==> config.mk <==
export PLATFORM = sky130hd
export DESIGN_NAME = round_robin_sleep_scheduler
export DESIGN_NICKNAME = d
export VERILOG_FILES = /design/src/rtl/core/rrss_pkg.sv /design/src/rtl/core/rrss_cell.sv /design/src/rtl/core/rrss_chain.sv /design/src/rtl/core/round_robin_sleep_scheduler.sv
export SDC_FILE = /design/constraint.sdc
export NUM_CORES = 2
export LEC_CHECK = 0
export BUFFER_PORTS_ARGS = -buffer_cell sky130_fd_sc_hd__buf_2
export CAP_MARGIN = 10
export CORE_ASPECT_RATIO = 0.6
export CORE_MARGIN = 2
export CORE_UTILIZATION = 57
export DETAILED_ROUTE_END_ITERATION = 10
export HOLD_SLACK_MARGIN = 0.12
export PLACE_DENSITY = 0.74
export SYNTH_ARGS = -nofsm -noshare
export SYNTH_HDL_FRONTEND = slang
export SYNTH_SLANG_ARGS = --single-unit
==> constraint.sdc <==
create_clock -name clk -period 3.83 [get_ports clk]
set_input_delay 0.1915 -clock clk [delete_from_list [all_inputs] [get_ports clk]]
set_output_delay 0.1915 -clock clk [all_outputs]
set_load 0.05 [all_outputs]
==> src/rtl/core/rrss_pkg.sv <==
package rrss_pkg;

	// table size and derived widths
	localparam int TASK_SLOTS = 16;
	localparam int IDX_W      = (TASK_SLOTS > 1) ? $clog2(TASK_SLOTS) : 1;
	localparam int CNT_W      = $clog2(TASK_SLOTS + 1);

	// fixed field widths
	localparam int TICK_W     = 32;
	localparam int SCHED_W    = 16;
	localparam int RUN_W      = 4;
	localparam int COUNT_W    = 5;
	localparam int FUNC_W     = 2;
	localparam int IN_DATA_W  = 32;
	localparam int OUT_DATA_W = 32;
	localparam int OUT_USED_W = RUN_W + COUNT_W + 1 + 1 + SCHED_W;

	// input item kinds
	typedef enum logic [FUNC_W-1:0] {
		FUNC_REG   = 2'd0,
		FUNC_SLEEP = 2'd1,
		FUNC_TICK  = 2'd2,
		FUNC_NOP   = 2'd3
	} func_t;

	// controls shared along the chain
	typedef struct packed {
		logic              wr;
		logic [IDX_W-1:0]  wr_idx;
		logic [TICK_W-1:0] wr_data;
		logic              dec;
		logic              load;
		logic [IDX_W-1:0]  start_idx;
		logic              shift;
		logic [CNT_W-1:0]  n;
	} chain_ctl_t;

	// controls seen by one cell
	typedef struct packed {
		logic wr;
		logic dec;
		logic active;
		logic load;
		logic tok_set;
		logic shift;
		logic last;
	} cell_ctl_t;

endpackage

==> src/rtl/core/rrss_cell.sv <==
module rrss_cell (
	input  logic                       clk,
	input  logic                       arst_n,
	input  rrss_pkg::cell_ctl_t        ctl,
	input  logic [rrss_pkg::TICK_W-1:0] wr_data,
	input  logic                       tok_in,
	output logic                       tok_out,
	output logic                       wrap_out,
	output logic                       hit
);
	import rrss_pkg::*;

	logic [TICK_W-1:0] cnt_q;
	logic              tok_q;

	// sleep counter: load, or count down while nonzero
	always_ff @(posedge clk or negedge arst_n) begin
		if (!arst_n) begin
			cnt_q <= '0;
		end else if (ctl.wr) begin
			cnt_q <= wr_data;
		end else if (ctl.dec && ctl.active && (cnt_q != '0)) begin
			cnt_q <= cnt_q - TICK_W'(1);
		end
	end

	// search token, handed to the next cell each step
	always_ff @(posedge clk or negedge arst_n) begin
		if (!arst_n) begin
			tok_q <= 1'b0;
		end else if (ctl.load) begin
			tok_q <= ctl.tok_set;
		end else if (ctl.shift) begin
			tok_q <= tok_in;
		end
	end

	assign tok_out  = tok_q;
	assign wrap_out = tok_q & ctl.last;
	assign hit      = tok_q & (cnt_q == '0);

endmodule

==> src/rtl/core/rrss_chain.sv <==
module rrss_chain (
	input  logic                          clk,
	input  logic                          arst_n,
	input  rrss_pkg::chain_ctl_t          ctl,
	output logic                          hit_any,
	output logic [rrss_pkg::IDX_W-1:0]    hit_idx
);
	import rrss_pkg::*;

	cell_ctl_t              cctl [TASK_SLOTS];
	logic [TASK_SLOTS-1:0]  tok;
	logic [TASK_SLOTS-1:0]  wrap;
	logic [TASK_SLOTS-1:0]  hit;
	logic                   wrap_any;

	// per-cell decode of the shared controls
	always_comb begin
		for (int i = 0; i < TASK_SLOTS; i++) begin
			cctl[i].wr      = ctl.wr && (ctl.wr_idx == IDX_W'(i));
			cctl[i].dec     = ctl.dec;
			cctl[i].active  = CNT_W'(i) < ctl.n;
			cctl[i].load    = ctl.load;
			cctl[i].tok_set = ctl.start_idx == IDX_W'(i);
			cctl[i].shift   = ctl.shift;
			cctl[i].last    = (CNT_W'(i) + CNT_W'(1)) == ctl.n;
		end
	end

	assign wrap_any = |wrap;

	// ring of cells: token goes to the neighbor, last active cell wraps to cell zero
	for (genvar g = 0; g < TASK_SLOTS; g++) begin : g_cell
		logic tin;
		if (g == 0) begin : g_head
			assign tin = wrap_any;
		end else begin : g_body
			assign tin = tok[g-1] & ~wrap[g-1];
		end
		rrss_cell u_cell (
			.clk      (clk),
			.arst_n   (arst_n),
			.ctl      (cctl[g]),
			.wr_data  (ctl.wr_data),
			.tok_in   (tin),
			.tok_out  (tok[g]),
			.wrap_out (wrap[g]),
			.hit      (hit[g])
		);
	end

	// token is one-hot, so at most one hit
	always_comb begin
		hit_idx = '0;
		for (int i = 0; i < TASK_SLOTS; i++) begin
			if (hit[i]) begin
				hit_idx = hit_idx | IDX_W'(i);
			end
		end
	end

	assign hit_any = |hit;

endmodule

==> src/rtl/core/round_robin_sleep_scheduler.sv <==
// Round-robin task scheduler with one sleep counter per registered task.
// Input channel s_*: s_tuser carries the item kind (register, sleep, tick),
// s_tdata carries the sleep length used by sleep words.
// Output channel m_*: one result word per input word, giving the running
// task, the task count, the none-ready and rejected flags and the tick count.
// Register, sleep and unused-kind words go from accept to S_OUT, then to the output register.
// A tick word decrements the nonzero counters of registered tasks at accept, then a token walks the ring
// of counter cells one cell per cycle from the task after the running one;
// it stops at the first ready task or once every registered task is checked;
// with no task registered it sets none-ready at once and skips the walk.
// One word is handled at a time; the next is taken once the result has
// moved into the output register, so input is accepted while a result
// waits. When the receiver stalls, the result is held and a later result
// waits in its final state until the output register frees up.
// Reset clears all counters, the task table, the running task and the tick
// count, and empties the output register.
module round_robin_sleep_scheduler (
	input  logic                              clk,
	input  logic                              arst_n,
	input  logic                              s_tvalid,
	output logic                              s_tready,
	input  logic [rrss_pkg::IN_DATA_W-1:0]    s_tdata,  // [31:0] ticks
	input  logic [rrss_pkg::FUNC_W-1:0]       s_tuser,  // [1:0] func
	output logic                              m_tvalid,
	input  logic                              m_tready,
	// [3:0] running_task, [8:4] task_count, [9] none_ready, [10] rejected,
	// [26:11] sched_count, [31:27] zero
	output logic [rrss_pkg::OUT_DATA_W-1:0]   m_tdata
);
	import rrss_pkg::*;

	typedef enum logic [2:0] {
		S_IDLE = 3'b001,
		S_SRCH = 3'b010,
		S_OUT  = 3'b100
	} state_t;

	state_t             state_q;
	logic [IDX_W-1:0]   cur_q;
	logic [CNT_W-1:0]   count_q;
	logic [SCHED_W-1:0] sched_q;
	logic [CNT_W-1:0]   step_q;
	logic               none_q;
	logic               rej_q;
	logic               out_valid_q;
	logic [OUT_DATA_W-1:0] out_data_q;

	chain_ctl_t         ctl;
	logic               hit_any;
	logic [IDX_W-1:0]   hit_idx;
	logic               acc;
	func_t              func;
	logic [CNT_W-1:0]   nxt_cur;
	logic               full;
	logic               out_free;

	assign acc      = s_tvalid && s_tready;
	assign func     = func_t'(s_tuser);
	assign s_tready = state_q == S_IDLE;
	assign full     = count_q >= CNT_W'(TASK_SLOTS);
	assign nxt_cur  = CNT_W'(cur_q) + CNT_W'(1);
	assign out_free = !out_valid_q || m_tready;

	// chain controls
	always_comb begin
		ctl           = '0;
		ctl.n         = count_q;
		ctl.start_idx = (nxt_cur == count_q) ? '0 : nxt_cur[IDX_W-1:0];
		ctl.wr_data   = s_tdata[TICK_W-1:0];
		ctl.wr_idx    = cur_q;
		if (acc) begin
			case (func)
				FUNC_REG: begin
					ctl.wr      = !full;
					ctl.wr_idx  = count_q[IDX_W-1:0];
					ctl.wr_data = '0;
				end
				FUNC_SLEEP: begin
					ctl.wr = 1'b1;
				end
				FUNC_TICK: begin
					ctl.dec  = count_q != '0;
					ctl.load = count_q != '0;
				end
				default: begin
				end
			endcase
		end
		if (state_q == S_SRCH && !hit_any && step_q != count_q) begin
			ctl.shift = 1'b1;
		end
	end

	rrss_chain u_chain (
		.clk     (clk),
		.arst_n  (arst_n),
		.ctl     (ctl),
		.hit_any (hit_any),
		.hit_idx (hit_idx)
	);

	// sequencer and scheduler state
	always_ff @(posedge clk or negedge arst_n) begin
		if (!arst_n) begin
			state_q <= S_IDLE;
			cur_q   <= '0;
			count_q <= '0;
			sched_q <= '0;
			step_q  <= '0;
			none_q  <= 1'b0;
			rej_q   <= 1'b0;
		end else begin
			unique case (state_q)
				S_IDLE: begin
					if (acc) begin
						none_q  <= 1'b0;
						rej_q   <= 1'b0;
						step_q  <= CNT_W'(1);
						state_q <= S_OUT;
						case (func)
							FUNC_REG: begin
								if (full) begin
									rej_q <= 1'b1;
								end else begin
									count_q <= count_q + CNT_W'(1);
								end
							end
							FUNC_TICK: begin
								sched_q <= sched_q + SCHED_W'(1);
								if (count_q == '0) begin
									none_q <= 1'b1;
								end else begin
									state_q <= S_SRCH;
								end
							end
							default: begin
							end
						endcase
					end
				end
				S_SRCH: begin
					if (hit_any) begin
						cur_q   <= hit_idx;
						state_q <= S_OUT;
					end else if (step_q == count_q) begin
						none_q  <= 1'b1;
						state_q <= S_OUT;
					end else begin
						step_q <= step_q + CNT_W'(1);
					end
				end
				S_OUT: begin
					if (out_free) begin
						state_q <= S_IDLE;
					end
				end
				default: begin
					state_q <= S_IDLE;
				end
			endcase
		end
	end

	// output register
	always_ff @(posedge clk or negedge arst_n) begin
		if (!arst_n) begin
			out_valid_q <= 1'b0;
		end else if (state_q == S_OUT && out_free) begin
			out_valid_q <= 1'b1;
		end else if (m_tready) begin
			out_valid_q <= 1'b0;
		end
	end

	// result word payload
	always_ff @(posedge clk) begin
		if (state_q == S_OUT && out_free) begin
			out_data_q <= OUT_DATA_W'({sched_q, rej_q, none_q,
				COUNT_W'(count_q), RUN_W'(cur_q)});
		end
	end

	assign m_tvalid = out_valid_q;
	assign m_tdata  = out_data_q;

endmodule
==> run summary <==
The remaining design rule violation count was 0; the highest clock rate was 283 MHz. Measured against its own limit, the worst slew margin works out to 16.4%. The share of total power in sequential cells was 40.8%; the post-layout minimum cycle time was 3.54 ns.

Across all register-to-register paths, the minimum setup slack is 0.29 ns. The final layout contains routed wiring with a total length of 118,000 um. Summing every instance area after synthesis gives 0.0333 mm2. Setup slack closes at 0.293 ns. The most critical setup path has its endpoint at u_chain.g_cell[8].u_cell.cnt_q[19].

For the count of endpoints failing hold in the final timing report, the log shows 0. Fraction of power consumed by the clock network: 22.1%. Data on the critical path arrives at its endpoint at 4.04 ns. The die covers 0.0604 mm2. The worst min-delay path startpoint was s_tdata[29].

The run gives 0 as the final-report setup violation count. Before CTS, the worst setup slack after placement is 0.0153 ns. The final critical path takes up 92.3% of the cycle.

The initial utilization of the core area, before any placement, comes to 57.8%. Measured along the x axis, the die boundary spans 316 um. The maximum fanout count along the critical path was 16; the maximum VDD drop was 0.478 mV. In this run the power density over the cells is 751 mW/mm2. Setup total negative slack on the finished layout was measured at 0 ns.

The required time reported for the critical path endpoint came out at 4.34 ns. In this run, the number of DRC markers left after iteration 0 of detailed routing was 5,118. After the last flow step, the layout net total stands at 3,885. Max-cap violations in this run came to 0. The longest clock path from root to sink contains 3 buffers.

The placeable core area is 0.0576 mm2, and the via count of the first global-routing pass is 28,200. From bottom edge to top edge, the die measures 191 um. For this run, the total global-route usage over all layers was measured as 38.9%. The clock tree skew after final layout was 0.0410 ns. STA classifies the critical path startpoint as a flop. In this run, placement finished with an instance count of 4,505.

The total grt overflow came out at 0. The logs give 6 for the first-pass iteration count of the detailed router and 4 for the number of antenna violations at the first check in global routing. Among all flip-flop cells after synthesis, the most frequent one is dfrtp_1. The mean cell area of the mapped netlist was 8.90 um2.

After synthesis, the share of flip-flops with an asynchronous set or reset is 95.4%. The first-pass GRT wire length was 178,000 um. The number of instances in the synthesized netlist was 3,738; the source-to-sink clock delay at the later pin of the worst-skew pair was 0.66 ns. The run gives 32,000 as the via count. The total clock buffers created by CTS is 56, and the count of cells along the worst register-to-register path is 9. The finished layout holds 4,631 standard cells, fillers aside. The internal power summed over all cells is 0.0161 W.

Number of synthesis warnings: 0. The run gives 68 as the floorplan row count. The switching share of total power is 42.1%, and the count of input and output buffers is 66. Number of synthesized register bits: 591. The tools report the combinational cell fraction of total power as 37.1%.

The endpoint identified for the worst register-to-register timing path is u_chain.g_cell[8].u_cell.cnt_q[19]. Dividing the detail-routed wire length by the instance count gives 25.5 um. Summed over all cells, the static leakage comes to 15.3 nW.

The count of boundary I/O pins is 72, and the number of vias per cell after detailed routing is 6.90. Count of final max-slew check failures: 0. The category of the most critical setup path was reg2reg. In this run the number of H-tree levels came out at 2.

The area growth from synthesis to layout is 11.2%. The start of the worst register-to-register path is state_q[0]. The worst setup path is captured at a flop. Entering global routing, the biggest net connects 98 pins.

Counting every sink on the clock net gives 591. The clock edge transition at the registers on the reported setup and hold paths is 0.06 ns, and the placed wire-length estimate after detailed placement is 80,400 um. The actual slew at the worst max-slew pin was 1.25 ns; the number of enable-type register cells in the synthesized netlist was 27. The classification of the worst-slack hold path was in2reg. Final antenna-violating net count: 0. The sequential fraction of the synthesis area was 44.9%.

TritonCTS built the clock tree. CTS root buffer: clkbuf_16. The critical path launch point was state_q[0].

For this design the total switching power over the nets is 0.0117 W. Setup repair after global routing left no endpoint under its margin. Fraction of final layout cells with drive strength greater than 1: 10.4%.

The run gives 0.985 as the weighted congestion reported at the end of routability-driven placement. The flow ran to the end, and the final reports show no timing, DRC or antenna violations. Counting distinct cell types in the post-synthesis netlist gives 93.
worst min path at each step:
stage               cells past startpoint  slack [ns]                                 end
CTS                                     4        0.13  u_chain.g_cell[0].u_cell.cnt_q[29]
detailed placement                      1        0.30  u_chain.g_cell[6].u_cell.cnt_q[11]
floorplan                               0       -0.10                          count_q[0]
global route                            4        0.16  u_chain.g_cell[4].u_cell.cnt_q[29]
finish                                  4        0.16  u_chain.g_cell[0].u_cell.cnt_q[29]
global placement                        1        0.29  u_chain.g_cell[6].u_cell.cnt_q[11]
Yosys cell counts (16+ instances only):
library cell,count,share of area [%]
a21oi_1,137,2.1
a221o_1,36,1.1
a31o_2,24,0.63
and2_1,36,0.68
and3_1,18,0.34
buf_2,16,0.24
clkbuf_1,166,1.9
dfrtp_1,563,42
edfxtp_1,27,2.4
ha_1,38,1.4
inv_1,57,0.64
nand2_1,483,5.4
nand2b_1,43,0.81
nand3_1,122,1.8
nand3b_1,16,0.36
nand4_1,33,0.62
nand4b_1,20,0.53
nor2_1,337,3.8
nor2b_1,16,0.30
nor3_1,175,2.6
nor4_1,106,2.0
o211ai_1,97,2.2
o21ai_0,343,5.2
o221ai_1,150,3.9
o22ai_1,36,0.68
o311ai_0,67,1.8
or2_2,28,0.53
or3_1,73,1.4
or4_1,64,1.4
xnor2_1,101,2.7
xor2_1,55,1.4
routing by layer:
| metal | wire length, um | vias up | track usage [%] |
|---|---|---|---|
| met1 | 50500 | 15300 | 59.4 |
| met5 | 11 | - | 0 |
| met4 | 5300 | 2 | 15.9 |
| li1 | - | 14200 | - |
| met2 | 44800 | 2106 | 49.4 |
| met3 | 17400 | 299 | 13.1 |
registers in the layout (all words and copies together) (netlist names):
name,flops
count_q,5
cur_q,4
m_tdata,27
m_tvalid,1
none_q,1
rej_q,1
sched_q,16
state_q,3
step_q,5
u_chain.g_cell.u_cell.cnt_q,512
u_chain.g_cell.u_cell.tok_out,16
power by group through the flow:
stage          Combinational (W)  Sequential (W)  Clock [W]
2_1_floorplan            0.00728          0.0106          0
3_5_place_dp             0.00996          0.0112          0
3_3_place_gp             0.00973          0.0112          0
6_report                  0.0103          0.0113    0.00612
4_1_cts                   0.0100          0.0112    0.00616
5_1_grt                   0.0114          0.0116    0.00640
cell families after synthesis:
| logic type | after synthesis | share of synthesized area (%) |
|---|---|---|
| other | 1 | 0.0113 |
| adder cells (fa/ha/maj) | 38 | 1.43 |
| AND/OR/NAND/NOR | 1630 | 24.3 |
| multiplexers | 24 | 0.835 |
| AO/OA/AOI/OAI | 1036 | 21.3 |
| XOR/XNOR | 156 | 4.11 |
| flip-flops | 591 | 44.9 |
| buffers and inverters | 262 | 3.18 |
critical path, cell delays in order (launching register included):
cell,delay (ns)
dfstp_2,0.56
nand4bb_1,0.46
nor2_2,0.26
buf_4,0.20
o21ai_0,0.34
a41o_1,0.53
or2_2,0.45
or4_1,0.42
nand3_1,0.10
o221ai_1,0.10
what timing repair did:
item	4_1_cts	5_1_grt
setup endpoints to repair	13	92
cloned	0	0
pin swaps	1	1
setup buffers	0	3
hold buffers	13	0
gates resized for setup	1	1
hold endpoints to repair	109	0
cell usage in the layout (no fill, tap or decap), types with 18 or more instances in the layout:
cell	netlist	routed
dfrtp_1	563	563
nand2_1	483	483
o21ai_0	343	343
nor2_1	337	335
nor3_1	175	174
o221ai_1	150	150
a21oi_1	137	137
buf_4	10	129
nand3_1	122	121
nor4_1	106	106
xnor2_1	101	101
o211ai_1	97	97
or3_1	73	73
o311ai_0	67	67
buf_2	16	65
or4_1	64	64
clkbuf_16	0	58
inv_1	57	57
xor2_1	55	55
nand2b_1	43	42
ha_1	38	38
a221o_1	36	36
o22ai_1	36	36
nand4_1	33	33
and2_1	36	33
or2_2	28	28
edfxtp_1	27	27
a31o_2	24	24
nand4b_1	20	20
and3_1	18	18
cell type report:
| type | count | area [um2] |
|---|---|---|
| tap | 770 | 963 |
| antenna | 5 | 12.5 |
| inverter | 57 | 214 |
| clock inverter | 24 | 317 |
| multi-input combinational | 2889 | 17300 |
| timing repair buffer | 214 | 1560 |
| fill | 4847 | 20600 |
| clock buffer | 81 | 1670 |
| sequential | 591 | 14900 |
per-stage QoR:
| stage | hold WS (ns) | utilization [%] | area [um2] | power (W) |
|---|---|---|---|---|
| 4_1_cts | 0.127 | 64.1 | 36900 | 0.0274 |
| 5_1_grt | 0.161 | 64.2 | 37000 | 0.0294 |
| 3_5_place_dp | 0.300 | 60.5 | 34800 | 0.0212 |
| 3_3_place_gp | 0.292 | 60.5 | 34800 | 0.0209 |
| 2_1_floorplan | -0.104 | - | 33300 | 0.0179 |
| 6_report | 0.162 | 64.2 | 37000 | 0.0278 |
(Power assumes the default switching activity.)
